==> config.mk <==
export PLATFORM = sky130hd
export DESIGN_NAME = iso_date_string_validator
export DESIGN_NICKNAME = d
export VERILOG_FILES = /design/src/idsv_pkg.sv /design/src/idsv_check.sv /design/src/iso_date_string_validator.sv
export SDC_FILE = /design/constraint.sdc
export NUM_CORES = 1
export LEC_CHECK = 0
export BUFFER_PORTS_ARGS = -buffer_cell sky130_fd_sc_hd__buf_4
export CORE_MARGIN = 10
export CORE_UTILIZATION = 60
export DETAILED_ROUTE_END_ITERATION = 8
export PLACE_DENSITY = 0.79
export SYNTH_ARGS = -nofsm -noshare
export SYNTH_HDL_FRONTEND = slang
export SYNTH_SLANG_ARGS = --single-unit
==> constraint.sdc <==
create_clock -name clk -period 5.1 [get_ports clk]
set_input_delay 0.255 -clock clk [delete_from_list [all_inputs] [get_ports clk]]
set_output_delay 0.255 -clock clk [all_outputs]
set_load 0.02 [all_outputs]
==> src/idsv_pkg.sv <==
// Shared types and constants for the ISO date string validator.
// No dependencies; used by idsv_check and iso_date_string_validator.
package idsv_pkg;

	localparam int unsigned YEAR_W  = 14;
	localparam int unsigned FIELD_W = 7;
	localparam int unsigned POS_W   = 4;

	localparam logic [7:0] CHAR_DASH = 8'h2D;
	localparam logic [7:0] CHAR_ZERO = 8'h30;
	localparam logic [7:0] CHAR_NINE = 8'h39;

	// character positions within YYYY-MM-DD
	localparam logic [POS_W-1:0] POS_DASH1 = 4'd4;
	localparam logic [POS_W-1:0] POS_DASH2 = 4'd7;
	localparam logic [POS_W-1:0] POS_LAST  = 4'd9;
	localparam logic [POS_W-1:0] DATE_LEN  = 4'd10;
	localparam logic [POS_W-1:0] POS_MAX   = 4'd15;

	localparam logic [YEAR_W-1:0] MIN_YEAR_RST = 14'd1900;

	localparam logic [FIELD_W-1:0] MON_FEB = 7'd2;
	localparam logic [FIELD_W-1:0] MON_APR = 7'd4;
	localparam logic [FIELD_W-1:0] MON_JUN = 7'd6;
	localparam logic [FIELD_W-1:0] MON_SEP = 7'd9;
	localparam logic [FIELD_W-1:0] MON_NOV = 7'd11;
	localparam logic [FIELD_W-1:0] MON_DEC = 7'd12;

	localparam logic [FIELD_W-1:0] DAYS_31 = 7'd31;
	localparam logic [FIELD_W-1:0] DAYS_30 = 7'd30;
	localparam logic [FIELD_W-1:0] DAYS_29 = 7'd29;
	localparam logic [FIELD_W-1:0] DAYS_28 = 7'd28;

	// accumulated date fields; year also kept as two decimal halves
	// (century digits and low digits) so the leap rule needs no divider
	typedef struct packed {
		logic               form_ok;
		logic [POS_W-1:0]   pos;
		logic [YEAR_W-1:0]  year;
		logic [FIELD_W-1:0] yr_hi;
		logic [FIELD_W-1:0] yr_lo;
		logic [FIELD_W-1:0] month;
		logic [FIELD_W-1:0] day;
	} date_fields_t;

	// cleared state: form intact, everything else zero
	localparam date_fields_t ACC_CLEAR = '{form_ok: 1'b1, default: '0};

endpackage

==> src/idsv_check.sv <==
// Final calendar check on the accumulated date fields.
// Depends on idsv_pkg.
module idsv_check (
	input  idsv_pkg::date_fields_t             fields,
	input  logic [idsv_pkg::YEAR_W-1:0]        min_year,
	output logic                               ok
);

	logic                          leap;
	logic [idsv_pkg::FIELD_W-1:0]  mon_len;

	// year = 100*hi + lo; 100 is a multiple of 4
	always_comb begin
		if (fields.yr_lo == '0) begin
			leap = (fields.yr_hi[1:0] == 2'b00);
		end else begin
			leap = (fields.yr_lo[1:0] == 2'b00);
		end
	end

	always_comb begin
		case (fields.month) inside
			idsv_pkg::MON_FEB: begin
				mon_len = leap ? idsv_pkg::DAYS_29 : idsv_pkg::DAYS_28;
			end
			idsv_pkg::MON_APR, idsv_pkg::MON_JUN, idsv_pkg::MON_SEP, idsv_pkg::MON_NOV: begin
				mon_len = idsv_pkg::DAYS_30;
			end
			default: begin
				mon_len = idsv_pkg::DAYS_31;
			end
		endcase
	end

	assign ok = fields.form_ok
		&& (fields.pos == idsv_pkg::POS_LAST)
		&& (fields.year >= min_year)
		&& (fields.month != '0) && (fields.month <= idsv_pkg::MON_DEC)
		&& (fields.day != '0) && (fields.day <= mon_len);

endmodule

==> src/iso_date_string_validator.sv <==
// Top level of the ISO date string validator (YYYY-MM-DD).
// Depends on idsv_pkg and idsv_check.

// One character is taken per item, is_last flagging the final one. Each
// accepted item lands in an input register; from there it updates the
// position, form flag and year/month/day accumulators, and a final item
// writes date_valid into the result register. Items are taken one per
// cycle; the single result register is the only thing that can stall the
// stream, and only while a result waits to be taken. date_valid is 1 when
// exactly ten characters arrived in the form YYYY-MM-DD, the year is at
// least min_year, the month is 1..12 and the day fits the month (Gregorian
// leap rule). After each result the accumulated state clears. min_year
// resets to 1900; the user writes it through cfg_we/cfg_wdata while idle,
// which the block itself does not enforce.
module iso_date_string_validator (
	input  logic                         clk,
	input  logic                         arst_n,
	input  logic                         cfg_we,
	input  logic [idsv_pkg::YEAR_W-1:0]  cfg_wdata,
	input  logic                         char_valid,
	output logic                         char_ready,
	input  logic [7:0]                   char_code,
	input  logic                         is_last,
	output logic                         result_valid,
	input  logic                         result_ready,
	output logic                         date_valid
);

	// input register
	logic       vld_s1;
	logic [7:0] char_s1;
	logic       last_s1;

	// accumulated state
	idsv_pkg::date_fields_t acc_q, acc_nxt, acc_step;
	logic [idsv_pkg::YEAR_W-1:0] min_year_q;

	// result register
	logic out_vld_q;
	logic date_valid_q;

	logic       out_free;
	logic       adv;
	logic       digit;
	logic [3:0] dval;
	logic       ok;

	// a non-final item never needs the result slot
	assign out_free   = !out_vld_q || result_ready;
	assign adv        = vld_s1 && (!last_s1 || out_free);
	assign char_ready = !vld_s1 || adv;

	assign digit = (char_s1 >= idsv_pkg::CHAR_ZERO) && (char_s1 <= idsv_pkg::CHAR_NINE);
	assign dval  = digit ? char_s1[3:0] : 4'd0;

	// fold the registered character into the accumulators
	always_comb begin
		acc_nxt = acc_q;
		if (acc_q.pos >= idsv_pkg::DATE_LEN) begin
			acc_nxt.form_ok = 1'b0;   // string too long
		end else if (acc_q.pos == idsv_pkg::POS_DASH1 || acc_q.pos == idsv_pkg::POS_DASH2) begin
			if (char_s1 != idsv_pkg::CHAR_DASH) begin
				acc_nxt.form_ok = 1'b0;
			end
		end else if (!digit) begin
			acc_nxt.form_ok = 1'b0;
		end else if (acc_q.pos < idsv_pkg::POS_DASH1) begin
			// x*10 + d = (x<<3) + (x<<1) + d, wrapping at field width
			acc_nxt.year = {acc_q.year[10:0], 3'b000} + {acc_q.year[12:0], 1'b0}
				+ {10'd0, dval};
			if (acc_q.pos[1] == 1'b0) begin
				acc_nxt.yr_hi = {acc_q.yr_hi[3:0], 3'b000} + {acc_q.yr_hi[5:0], 1'b0}
					+ {3'd0, dval};
			end else begin
				acc_nxt.yr_lo = {acc_q.yr_lo[3:0], 3'b000} + {acc_q.yr_lo[5:0], 1'b0}
					+ {3'd0, dval};
			end
		end else if (acc_q.pos < idsv_pkg::POS_DASH2) begin
			acc_nxt.month = {acc_q.month[3:0], 3'b000} + {acc_q.month[5:0], 1'b0}
				+ {3'd0, dval};
		end else begin
			acc_nxt.day = {acc_q.day[3:0], 3'b000} + {acc_q.day[5:0], 1'b0}
				+ {3'd0, dval};
		end
	end

	// non-final item: updated fields plus the saturating position step
	always_comb begin
		acc_step = acc_nxt;
		if (acc_q.pos != idsv_pkg::POS_MAX) begin
			acc_step.pos = acc_q.pos + 4'd1;
		end
	end

	idsv_check u_check (
		.fields   (acc_nxt),
		.min_year (min_year_q),
		.ok       (ok)
	);

	always_ff @(posedge clk or negedge arst_n) begin
		if (!arst_n) begin
			vld_s1 <= 1'b0;
		end else if (char_ready) begin
			vld_s1 <= char_valid;
		end
	end

	always_ff @(posedge clk) begin
		if (char_valid && char_ready) begin
			char_s1 <= char_code;
			last_s1 <= is_last;
		end
	end

	always_ff @(posedge clk or negedge arst_n) begin
		if (!arst_n) begin
			min_year_q <= idsv_pkg::MIN_YEAR_RST;
		end else if (cfg_we) begin
			min_year_q <= cfg_wdata;
		end
	end

	always_ff @(posedge clk or negedge arst_n) begin
		if (!arst_n) begin
			acc_q <= idsv_pkg::ACC_CLEAR;
		end else if (adv) begin
			if (last_s1) begin
				acc_q <= idsv_pkg::ACC_CLEAR;
			end else begin
				acc_q <= acc_step;
			end
		end
	end

	always_ff @(posedge clk or negedge arst_n) begin
		if (!arst_n) begin
			out_vld_q <= 1'b0;
		end else if (out_free) begin
			out_vld_q <= adv && last_s1;
		end
	end

	always_ff @(posedge clk) begin
		if (out_free && adv && last_s1) begin
			date_valid_q <= ok;
		end
	end

	assign result_valid = out_vld_q;
	assign date_valid   = date_valid_q;

	// state clears after each final item
	a_clear_after_last: assert property (@(posedge clk) disable iff (!arst_n)
		(adv && last_s1) |=> (acc_q.pos == '0) && acc_q.form_ok)
		else $error("state not cleared after final item");

	// a final item waits in the input register while the result slot is full
	a_hold_final: assert property (@(posedge clk) disable iff (!arst_n)
		(vld_s1 && last_s1 && !out_free) |=> vld_s1 && last_s1)
		else $error("final item dropped while result pending");

	// a new result only follows a final item
	a_result_source: assert property (@(posedge clk) disable iff (!arst_n)
		(!result_valid ##1 result_valid) |-> $past(adv && last_s1))
		else $error("result without a final item");

	// position saturates
	a_pos_saturate: assert property (@(posedge clk) disable iff (!arst_n)
		(acc_q.pos == idsv_pkg::POS_MAX && adv && !last_s1) |=> acc_q.pos == idsv_pkg::POS_MAX)
		else $error("position wrapped");

endmodule

==> run metrics <==
CP delay by family, top=compound AO/OA/AOI/OAI gates; 1st-pass router iterations=5; Comb pwr share=16.9%; Achievable Freq=0.212 GHz; met1 WL=5450 um; Most used DFF post-synth=dfrtp_1; vias in the first global route=4145; initial antenna violation count=0; Setup crit end kind=register; post-synthesis sequential area ratio=34.1%; Max-Cap Viols=0; clock skew=0.00904 ns; final slew viol count=0; die area=12700 um^2; Syn. warnings=0; IO Pins=31; most frequent cell on the critical path=ha_1; clock network fraction of total power=36.8%; GRT overflow=0; HP Class=in -> reg; Power Dens Cells=240 nW/um^2; Arrival @ worst endpoint=4.83 ns; drt total wl=11600 um; Layout area overhead=10.3%; Setup Viol. Count Final=0; critical path class=reg -> reg; Max Root-Sink Buffers=2; net switching fraction of the power=29.4%; Placer Congestion=0.897; Post-synth EDFFs=10; root buffer cell=clkbuf_8; CTS tree=built; Mapped Area=5160 um^2; run status=finished, final reports clean; CP max-delay cell=and4bb_2; Worst-Margin Slew=0.970 ns; RSZ-0062 raised after global routing=false; worst reg2reg setup slack=0.39 ns; total CTS buffers=9; Worst-Skew Late Latency=0.36 ns; DP HPWL=8480 um; relative slew slack=35.2%; htree depth=3; Worst VDD drop=228 uV; hold slack=0.0678 ns; Starting DRT DRC Count=295; total nets after synthesis=662; clock transition at the registers of the reported paths=0.08 ns; CP cell instances=and4bb_2, nor2b_1, and2_1, ha_1, ha_1, inv_1, fa_1, nor2b_1, o21a_1, o211a_1, o311ai_0, buf_4, a211o_1, nand3_1, ha_1, and3_1, a221oi_1, o311ai_0, and4b_1; Max Used Layer=met4; core area=8300 um^2; Worst EP required=5.21 ns; Finished Core Util=68.6%; Die W=113 um; Net Switching=403 uW; Nets=685; LEAKAGE=0.00290 uW; IO buf count=30; Setup crit start kind=register; Syn Inst Count=561; clk sink count=68; metal2 WL=5440 um; Final Cycle Share=92.4%; die height=113 um; minimum clock period=4.71 ns; Buf+Inv Stages, Crit Path=2; max incr delay on CP=0.39 ns; antenna cell count=0; number of synthesized register bits=68; # DRC=0; postcts setup bufs=0; Setup TNS=0 ns; largest net degree at the start of global routing=59; DR WL/cell=16.7 um; vias per cell=6.05; post-synth cell types=60; Flop pwr share=46.3%; share of cells above drive strength 1=11.2%; via count=4200; Cell Rows=33; final hold violations=0; syn_area_per_cell=9.20 um^2; Int Power=965 uW; critical path fanouts, max=8; Starting Density=62.2%; DR WL met3=555 um; Overall Global Routing Usage=18.5%; Fillers=649; ys async rst share=85.3%; first-pass GRT wire length=19800 um; post-route ant nets=0
[layout by cell type, fill, tap and decap left out, drive strengths merged, types with 10 or more instances in the layout]
| cell | synthesis | routed |
|---|---|---|
| a21o | 19 | 19 |
| a21oi | 26 | 26 |
| a22oi | 12 | 12 |
| buf | 3 | 35 |
| dfrtp | 50 | 50 |
| edfxtp | 10 | 10 |
| ha | 67 | 67 |
| inv | 35 | 35 |
| nand2 | 65 | 65 |
| nor2 | 18 | 18 |
| o21ai | 59 | 59 |
| xnor2 | 14 | 14 |
| xor2 | 13 | 13 |
[final timing paths]
kind,start,end,depth (start not counted)
setup / recovery,char_s1[7],date_valid,19
hold / removal,char_code[7],char_s1[7],1
setup reg to reg,char_s1[7],date_valid,19
hold reg to reg,acc_q[6],acc_q[6],1
max in group asynchronous,arst_n,acc_q[19],2
min in group asynchronous,arst_n,min_year_q[11],2
[final cells by class]
cell class / count / area (um^2) / share of cell area, %
Inverter: 35 / 131 / 2.31
Multi-Input combinational cell: 434 / 3170 / 55.7
Clock inverter: 7 / 91.3 / 1.60
Tap cell: 105 / 131 / 2.31
Clock buffer: 9 / 124 / 2.18
Sequential cell: 68 / 1760 / 30.9
Timing Repair Buffer: 36 / 285 / 5.01
[metal layers]
| layer | track usage [%] | vias up |
|---|---|---|
| li1 | - | 2079 |
| met1 | 24.4 | 1996 |
| met2 | 29.5 | 106 |
| met3 | 3.49 | 19 |
| met4 | 6.51 | 0 |
| met5 | 0 | - |
[cell families after synthesis]
group / Yosys count / synth area share [%]
simple gates: 166 / 16.7
compound gates: 160 / 19.9
fa+ha+maj: 73 / 18.6
flops: 68 / 34.1
buf+inv: 59 / 4.48
xor+xnor: 27 / 4.58
mux: 8 / 1.62
[worst register-to-register path, stage by stage (launching register included)]
cell and delay (ns):
edfxtp_1 0.38, and4bb_2 0.39, nor2b_1 0.14, and2_1 0.25
ha_1 0.29, ha_1 0.22, inv_1 0.07, fa_1 0.20
nor2b_1 0.06, o21a_1 0.19, o211a_1 0.24, o311ai_0 0.39
buf_4 0.20, a211o_1 0.11, nand3_1 0.08, ha_1 0.30
and3_1 0.18, a221oi_1 0.27, o311ai_0 0.23, and4b_1 0.26
[what timing repair did]
action | CTS | global route
gates resized for setup | 0 | 0
hold buffers | 1 | 0
hold endpoints to repair | 4 | 0
[metrics by stage]
step	total power, uW	worst slack (ns)	instance area, um^2	instances
6_report	1370	0.387	5690	694
5_1_grt	1440	0.156	5690	694
4_1_cts	1370	0.396	5690	694
3_5_place_dp	873	0.468	5470	677
3_3_place_gp	862	0.575	5470	677
2_1_floorplan	794	0.819	5160	561
[Yosys cell counts (8+ instances only)]
master    count  area, um^2
dfrtp_1      50        1250
a21o_1       19         143
nand2_1      65         244
and3_1        9        56.3
edfxtp_1     10         300
xor2_1       13         114
a22oi_1      12        90.1
nor3_1        8        40.0
xnor2_1      14         123
a21oi_1      26         130
nand3_1       8        40.0
ha_1         67         838
clkbuf_1     20        75.1
inv_1        35         131
dfstp_2       8         210
o21ai_0      58         290
nor2_1       18        67.6
nor2b_1       8        50.1
a22o_1        9        78.8
[registers in the layout (all words and copies together), names as in the netlist]
name	flops
date_valid	1
last_s1	1
acc_nxt	4
min_year_q	14
char_s1	8
vld_s1	1
acc_q	38
result_valid	1
[power groups by stage]
stage | logic [uW] | clock network (uW) | registers (uW)
floorplan | 163 | 0 | 631
global placement | 221 | 0 | 641
detailed placement | 230 | 0 | 643
CTS | 233 | 509 | 633
global route | 264 | 533 | 640
finish | 232 | 503 | 633
Note: power is estimated with default switching activity, not from simulation.
